[config.mk]
export PLATFORM = sky130hd
export DESIGN_NAME = sliding_window_average
export DESIGN_NICKNAME = d
export VERILOG_FILES = /design/src/swa_pkg.sv /design/src/sliding_window_average.sv /design/src/swa_div.sv
export SDC_FILE = /design/constraint.sdc
export NUM_CORES = 2
export LEC_CHECK = 0
export ABC_CLOCK_PERIOD_IN_PS = 3600
export BUFFER_PORTS_ARGS = -buffer_cell sky130_fd_sc_hd__buf_2
export CAP_MARGIN = 20
export CORE_MARGIN = 2
export CORE_UTILIZATION = 57
export CTS_CLUSTER_SIZE = 40
export DETAILED_ROUTE_END_ITERATION = 8
export PLACE_DENSITY = 0.79
export SLEW_MARGIN = 20
export SYNTH_ARGS = -nofsm -noshare
export SYNTH_HDL_FRONTEND = slang
export SYNTH_SLANG_ARGS = --single-unit
[constraint.sdc]
create_clock -name clk -period 3.6 [get_ports clk]
set_input_delay 0.36 -clock clk [delete_from_list [all_inputs] [get_ports clk]]
set_output_delay 0.36 -clock clk [all_outputs]
set_load 0.03 [all_outputs]
[src/swa_pkg.sv]
`default_nettype none

package swa_pkg;

	localparam int SAMPLE_W           = 32;
	localparam int DEFAULT_MAX_WINDOW = 64;
	localparam int DEFAULT_FRAC_BITS  = 8;
	localparam int WINDOW_RESET       = 8;

	typedef enum logic [5:0] {
		ST_IDLE  = 6'b000001,
		ST_READ  = 6'b000010,
		ST_EVICT = 6'b000100,
		ST_WRITE = 6'b001000,
		ST_DIV   = 6'b010000,
		ST_DONE  = 6'b100000
	} swa_state_t;

endpackage

`default_nettype wire

[src/sliding_window_average.sv]
// a sample beat passes through the states READ and EVICT (only once the window is full, so that
//   the oldest sample is evicted first), then WRITE, DIV and DONE before its result beat is loaded
// a new sample is taken only after the previous result has been loaded into the output register;
//   the bit-serial divider in DIV makes one quotient bit per cycle over the scaled sum width
// a new input beat is taken while the previous result still waits in the output register
// reset: asynchronous, active low; empties the window, window length 8 (or MAX_WINDOW if smaller), ring not cleared
`default_nettype none

module sliding_window_average
	import swa_pkg::*;
#(
	parameter int MAX_WINDOW = DEFAULT_MAX_WINDOW,
	parameter int FRAC_BITS  = DEFAULT_FRAC_BITS
) (
	input  logic                                    clk,
	input  logic                                    arst_n,
	input  logic                                    cfg_valid,
	output logic                                    cfg_ready,
	input  logic [$clog2(MAX_WINDOW+1)-1:0]         window_length,
	input  logic                                    in_valid,
	output logic                                    in_ready,
	input  logic signed [SAMPLE_W-1:0]              sample,
	output logic                                    out_valid,
	input  logic                                    out_ready,
	output logic signed [SAMPLE_W+FRAC_BITS-1:0]    mean_q8,
	output logic [$clog2(MAX_WINDOW+1)-1:0]         fill_count
);

	localparam int CNT_W   = $clog2(MAX_WINDOW + 1);
	localparam int PTR_W   = (MAX_WINDOW > 1) ? $clog2(MAX_WINDOW) : 1;
	localparam int TOTAL_W = SAMPLE_W + $clog2(MAX_WINDOW);
	localparam int NUM_W   = TOTAL_W + FRAC_BITS;
	localparam int MEAN_W  = SAMPLE_W + FRAC_BITS;
	localparam int RST_WIN = (WINDOW_RESET > MAX_WINDOW) ? MAX_WINDOW : WINDOW_RESET;

	swa_state_t                  state_q;
	logic [CNT_W-1:0]            win_len_q;
	logic [CNT_W-1:0]            win_eff;
	logic [PTR_W-1:0]            oldest_q;
	logic [CNT_W-1:0]            held_q;
	logic signed [TOTAL_W-1:0]   total_q;
	logic signed [SAMPLE_W-1:0]  sample_q;
	logic [SAMPLE_W-1:0]         ring_mem [MAX_WINDOW];
	logic signed [SAMPLE_W-1:0]  rd_data_q;
	logic                        out_valid_q;
	logic [MEAN_W-1:0]           mean_q;
	logic [CNT_W-1:0]            fill_q;

	logic [CNT_W:0]              slot_sum;
	logic [PTR_W-1:0]            slot;
	logic signed [TOTAL_W-1:0]   total_nxt;
	logic signed [NUM_W-1:0]     div_num;
	logic                        ring_we;
	logic                        div_start;
	logic                        div_done;
	logic [MEAN_W-1:0]           div_quo;
	logic                        out_free;

	always_comb begin
		if (win_len_q == '0) begin
			win_eff = CNT_W'(1);
		end else if (win_len_q > CNT_W'(MAX_WINDOW)) begin
			win_eff = CNT_W'(MAX_WINDOW);
		end else begin
			win_eff = win_len_q;
		end
	end

	// ring slot after the newest sample, wrapped at the buffer depth
	always_comb begin
		slot_sum = (CNT_W+1)'(oldest_q) + (CNT_W+1)'(held_q);
		if (slot_sum >= (CNT_W+1)'(MAX_WINDOW)) begin
			slot = PTR_W'(slot_sum - (CNT_W+1)'(MAX_WINDOW));
		end else begin
			slot = PTR_W'(slot_sum);
		end
	end

	assign total_nxt = total_q + TOTAL_W'(sample_q);
	assign div_num   = NUM_W'(total_nxt) <<< FRAC_BITS;
	assign ring_we   = (state_q == ST_WRITE);
	assign div_start = (state_q == ST_WRITE);
	assign out_free  = !out_valid_q || out_ready;

	// a config beat takes precedence over a sample beat in idle
	assign in_ready  = (state_q == ST_IDLE) && !cfg_valid;
	assign cfg_ready = (state_q == ST_IDLE);

	always_ff @(posedge clk or negedge arst_n) begin
		if (!arst_n) begin
			state_q   <= ST_IDLE;
			win_len_q <= CNT_W'(RST_WIN);
			oldest_q  <= '0;
			held_q    <= '0;
			total_q   <= '0;
		end else begin
			case (state_q)
				ST_IDLE: begin
					if (cfg_valid) begin
						win_len_q <= window_length;
						oldest_q  <= '0;
						held_q    <= '0;
						total_q   <= '0;
					end else if (in_valid) begin
						state_q <= (held_q >= win_eff) ? ST_READ : ST_WRITE;
					end
				end
				ST_READ: begin
					state_q <= ST_EVICT;
				end
				ST_EVICT: begin
					total_q  <= total_q - TOTAL_W'(rd_data_q);
					held_q   <= held_q - 1'b1;
					oldest_q <= (oldest_q == PTR_W'(MAX_WINDOW - 1)) ? '0 : oldest_q + 1'b1;
					state_q  <= ST_WRITE;
				end
				ST_WRITE: begin
					total_q <= total_nxt;
					held_q  <= held_q + 1'b1;
					state_q <= ST_DIV;
				end
				ST_DIV: begin
					if (div_done) begin
						state_q <= ST_DONE;
					end
				end
				ST_DONE: begin
					if (out_free) begin
						state_q <= ST_IDLE;
					end
				end
				default: begin
					state_q <= ST_IDLE;
				end
			endcase
		end
	end

	// config and input are exclusive in idle; the sample waits there for the ring write
	always_ff @(posedge clk) begin
		if (in_valid && in_ready) begin
			sample_q <= sample;
		end
	end

	always_ff @(posedge clk) begin
		if (ring_we) begin
			ring_mem[slot] <= sample_q;
		end
		rd_data_q <= ring_mem[oldest_q];
	end

	swa_div #(
		.NUM_W (NUM_W),
		.DEN_W (CNT_W),
		.QUO_W (MEAN_W)
	) u_div (
		.clk    (clk),
		.arst_n (arst_n),
		.start  (div_start),
		.num    (div_num),
		.den    (held_q + 1'b1),
		.done   (div_done),
		.quo    (div_quo)
	);

	always_ff @(posedge clk or negedge arst_n) begin
		if (!arst_n) begin
			out_valid_q <= 1'b0;
		end else if (state_q == ST_DONE && out_free) begin
			out_valid_q <= 1'b1;
		end else if (out_ready) begin
			out_valid_q <= 1'b0;
		end
	end

	always_ff @(posedge clk) begin
		if (state_q == ST_DONE && out_free) begin
			mean_q <= div_quo;
			fill_q <= held_q;
		end
	end

	assign out_valid  = out_valid_q;
	assign mean_q8    = mean_q;
	assign fill_count = fill_q;

`ifndef SYNTH
	a_held_in_window : assert property (@(posedge clk) disable iff (!arst_n)
		(state_q == ST_IDLE) |-> (held_q <= win_eff))
		else $error("window holds more samples than its length");
	a_evict_full : assert property (@(posedge clk) disable iff (!arst_n)
		(state_q == ST_EVICT) |-> (held_q == win_eff && held_q != '0))
		else $error("eviction from a window that is not full");
	a_fill_nonzero : assert property (@(posedge clk) disable iff (!arst_n)
		out_valid_q |-> (fill_q != '0 && fill_q <= CNT_W'(MAX_WINDOW)))
		else $error("result beat with a fill count out of range");
	a_div_done_state : assert property (@(posedge clk) disable iff (!arst_n)
		div_done |-> (state_q == ST_DIV))
		else $error("quotient finished outside the divide state");
`endif

endmodule

`default_nettype wire

[src/swa_div.sv]
`default_nettype none

module swa_div #(
	parameter int NUM_W = 46,
	parameter int DEN_W = 7,
	parameter int QUO_W = 40
) (
	input  logic                    clk,
	input  logic                    arst_n,
	input  logic                    start,
	input  logic signed [NUM_W-1:0] num,
	input  logic        [DEN_W-1:0] den,
	output logic                    done,
	output logic        [QUO_W-1:0] quo
);

	localparam int CNT_W = $clog2(NUM_W + 1);

	logic             busy_q;
	logic             done_q;
	logic [CNT_W-1:0] cnt_q;
	logic [DEN_W-1:0] rem_q;
	logic [DEN_W-1:0] den_q;
	logic [NUM_W-1:0] acc_q;
	logic             neg_q;

	logic [DEN_W:0]   trial;
	logic             fits;

	// shift in one numerator bit, subtract the divisor when it fits
	assign trial = {rem_q, acc_q[NUM_W-1]};
	assign fits  = (trial >= {1'b0, den_q});

	always_ff @(posedge clk or negedge arst_n) begin
		if (!arst_n) begin
			busy_q <= 1'b0;
			done_q <= 1'b0;
			cnt_q  <= '0;
		end else begin
			done_q <= 1'b0;
			if (start) begin
				busy_q <= 1'b1;
				cnt_q  <= CNT_W'(NUM_W);
			end else if (busy_q) begin
				cnt_q <= cnt_q - 1'b1;
				if (cnt_q == CNT_W'(1)) begin
					busy_q <= 1'b0;
					done_q <= 1'b1;
				end
			end
		end
	end

	// floor of a negative quotient: divide ~n = |n|-1, then invert the result
	always_ff @(posedge clk) begin
		if (start) begin
			neg_q <= num[NUM_W-1];
			acc_q <= num[NUM_W-1] ? ~num : num;
			rem_q <= '0;
			den_q <= den;
		end else if (busy_q) begin
			rem_q <= fits ? DEN_W'(trial - {1'b0, den_q}) : DEN_W'(trial);
			acc_q <= {acc_q[NUM_W-2:0], fits};
		end
	end

	assign done = done_q;
	assign quo  = neg_q ? ~acc_q[QUO_W-1:0] : acc_q[QUO_W-1:0];

`ifndef SYNTH
	a_start_idle : assert property (@(posedge clk) disable iff (!arst_n)
		start |-> !busy_q)
		else $error("divider started while busy");
	a_rem_below_den : assert property (@(posedge clk) disable iff (!arst_n)
		busy_q |-> (rem_q < den_q))
		else $error("partial remainder not below divisor");
	a_done_after_busy : assert property (@(posedge clk) disable iff (!arst_n)
		done_q |-> ($past(busy_q) && !busy_q))
		else $error("done without a finished division");
`endif

endmodule

`default_nettype wire

==> out/results.ini <==
[status]
run_status=completed

[synthesis]
yosys_warnings=0
yosys.area.top_type_share_pct=71.1
synth_edf_count=2181
synthCells=4699
syn-num-nets=4845
yosys.cell_types.count=85
syn_avg_cell_area_sq_um=19.6
synthFlopType=edfxtp_1
synth_top_cell_by_area=edfxtp_1
ys_seq_area_share_pct=73.9
ys_ff_latch=2293
async_flop_share_pct=3.18
ys_top_cells_by_area=edfxtp_1 (71%), mux4_2 (12%), mux2i_1 (2.5%)
synth_area_sq_um=92200

[placement]
dp.final_hpwl_um=150000
io_buffers=93
gp_congestion=0.936

[sta]
fin_setup_tns_ps=0
finalHoldViolCount=0
layout_min_cycle_time_ps=3450
skew_ps=52.6
max_clock_freq_mhz=290
holdWs_ps=191
maxSlewHeadroom_pct=25.1
slew_viol_final=0
worstMarginPinSlew_ps=1120
timing.final.crit_share_pct=95.8
rsz0062_at_grt=no
final-setup-viol-count=0

[setup_path]
reg2reg_setup_slack_ps=150
r2r_end=total_q[34]$_DFFE_PN0P_
endpoint=total_q[34]$_DFFE_PN0P_
crit_path_max_fanout=5
r2r_start=total_q[0]$_DFFE_PN0P_
critical_path_class=reg -> reg
r2r_cells=15
critical_path_required_ps=4280
cp-startpoint=total_q[0]$_DFFE_PN0P_
startpoint_type=register
crit_path_end_kind=register
worstPathArrival_ps=4130

[pwr]
power_density_nw_per_um2=567
power_frac_comb_pct=10.4
sequentialPowerShare_pct=52.2
p_int_mw=45.3
p_leak_nw=33.8
worst_ir_drop_vdd_mv=0.574
clkPwrFrac_pct=37.4
power.total_mw=59.7
p_switching_mw=14.4
switching_share_pct=24.2

[final_layout]
final_cell_mix=edfxtp_1 (2,181), mux4_2 (505), mux2i_1 (227)
syn_to_final_growth_pct=14.4
multiInputGateArea_sq_um=23300
layout_commonest_cell=edfxtp_1
drive_gt1_share_pct=24.5
nFillCells=9901
seqCellArea_sq_um=68100
nets=5251

[drt]
drt-initial-drc-count=7857
routed_wl_um=258000
avgViaCountPerCell=6.83
detail_route.first_pass.iterations=7
vias=51000
antenna_left=0
drc=0
avgRoutedWirePerCell_um=34.6

[flow_run]
cap_violations=0

[global_route]
antenna_found_initial=34
grt_pass1_vias=50200
grt_overflow_total=0
grt_pass1_wl_um=366000
grtUsageTotal_pct=31.8
grt_max_degree=111

[clock_tree]
clk_path_buf_depth=3
clkSinkCount=2293
clk_latency_ps=870
cts-root-buf=clkbuf_16
cts_tree=done
cts.clk_slew.worst_paths_ps=60
htreeDepth=4
cts_inserted_buffers=217

[die]
rows=147
die_y_um=406
core_area_sq_um=161000
io_pins=94
die_area_sq_um=165000
die_w_um=406
initial_core_util_pct=57.4

[worst_hold_path]
min_path_type=in -> async

## routing by layer
metal / up-vias / share of wire [%] / routed length, um / global-route usage (%)
met2: 3872 / 46 / 118000 / 48.1
met5: - / 0.088 / 226 / 0
met3: 685 / 13 / 33800 / 9.33
met4: 34 / 5.9 / 15200 / 16.6
met1: 26100 / 35 / 90700 / 42.3
li1: 20200 / - / - / -
## critical path: stages (launching register included)
cell      delay, ps
dfrtp_1         380
inv_1            60
ha_1            210
inv_1            80
fa_1            230
a211oi_1        120
o211ai_1        280
nand3b_1        160
a21boi_1        250
a21oi_1         180
buf_4           190
o41ai_4         450
a31o_2          340
a21oi_1          90
a31oi_1         140
o211ai_1        120
## worst min-delay path by stage
stage | endpoint | slack (ps) | startpoint | cells after the start
after floorplan | held_q[0]$_DFFE_PN0P_ | 60 | arst_n | 0
after global routing | win_len_q[5]$_DFFE_PN0P_ | 240 | arst_n | 2
after detailed placement | state_q[4]$_DFFE_PN0P_ | 450 | u_div.done$_DFF_PN0_ | 1
final | win_len_q[5]$_DFFE_PN0P_ | 190 | arst_n | 2
after CTS | held_q[4]$_DFFE_PN0P_ | 150 | arst_n | 2
after global placement | state_q[4]$_DFFE_PN0P_ | 440 | u_div.done$_DFF_PN0_ | 1
## final cells by class
type | instances | area share (%)
Timing Repair Buffer | 425 | 3.89
Multi-Input combinational cell | 2101 | 22.1
Clock inverter | 116 | 1.03
Tap cell | 2160 | 2.56
Clock buffer | 286 | 5.50
Sequential cell | 2293 | 64.6
Inverter | 67 | 0.246
Antenna cell | 8 | 0.0190
## flip-flops by register name (all words and copies together), names as in the netlist, 32 cells and up
signal and cells:
mean_q8 40, rd_data_q 32, ring_mem 2048, sample_q 32, total_q 38, u_div.acc_q 46
## cells by family (layout without fill, tap and decap cells)
logic type | count (synthesis) | count (layout) | synth area share (%)
mux | 739 | 739 | 14.9
xor+xnor | 143 | 143 | 1.38
buf+inv | 305 | 894 | 1.38
fa+ha+maj | 102 | 102 | 1.42
compound gates | 639 | 639 | 4.71
simple gates | 478 | 478 | 2.32
other cells | 0 | 8 | 0
flops | 2293 | 2293 | 73.9
## power by group through the flow
stage / Clock [mW] / Sequential (mW) / Combinational (mW)
2_1_floorplan: 0 / 31.9 / 3.57
3_3_place_gp: 0 / 31.7 / 5.83
3_5_place_dp: 0 / 31.7 / 5.98
4_1_cts: 22.5 / 31.2 / 6.07
5_1_grt: 23.4 / 31.2 / 6.69
6_report: 22.3 / 31.2 / 6.21
## repair_timing
item / 4_1_cts / 5_1_grt
gates resized for setup: 0 / 5
setup endpoints to repair: 0 / 11
endpoints found under the hold margin: 101 / 0
setup buffers: 0 / 3
hold buffers: 44 / 0
## per-stage QoR
| step | util [%] | cells | setup slack (ps) | area, sq um |
|---|---|---|---|---|
| after CTS | 65.6 | 7444 | 114 | 105000 |
| after floorplan | - | 4699 | -142 | 92200 |
| after detailed placement | 61.0 | 6998 | 192 | 98000 |
| final | 65.6 | 7456 | 152 | 105000 |
| after global placement | 61.0 | 6998 | 216 | 98000 |
| after global routing | 65.6 | 7452 | 5.25 | 105000 |
## cell usage after synthesis, types with 6 or more instances
cell	n
o21a_1	17
ha_1	98
clkbuf_1	137
dfxtp_1	39
o31ai_1	7
a31oi_1	14
buf_1	19
or3_1	7
nor2b_1	12
mux4_2	505
and3_1	13
nor3_1	18
xnor2_1	61
a21oi_1	154
buf_2	76
inv_1	64
o22ai_1	59
dfrtp_1	71
edfxtp_1	2181
nand4_1	12
nand3_1	26
o21ai_1	20
a211oi_1	15
a21o_1	48
a22oi_1	14
a221o_1	9
nor2_1	191
xor2_1	80
o221ai_1	111
mux2i_1	227
o21bai_1	13
o211ai_1	36
and2_1	6
nand2_1	151
mux2_2	7
o21ai_0	82
nand2b_1	15
Power figures use the tool's default switching activity.
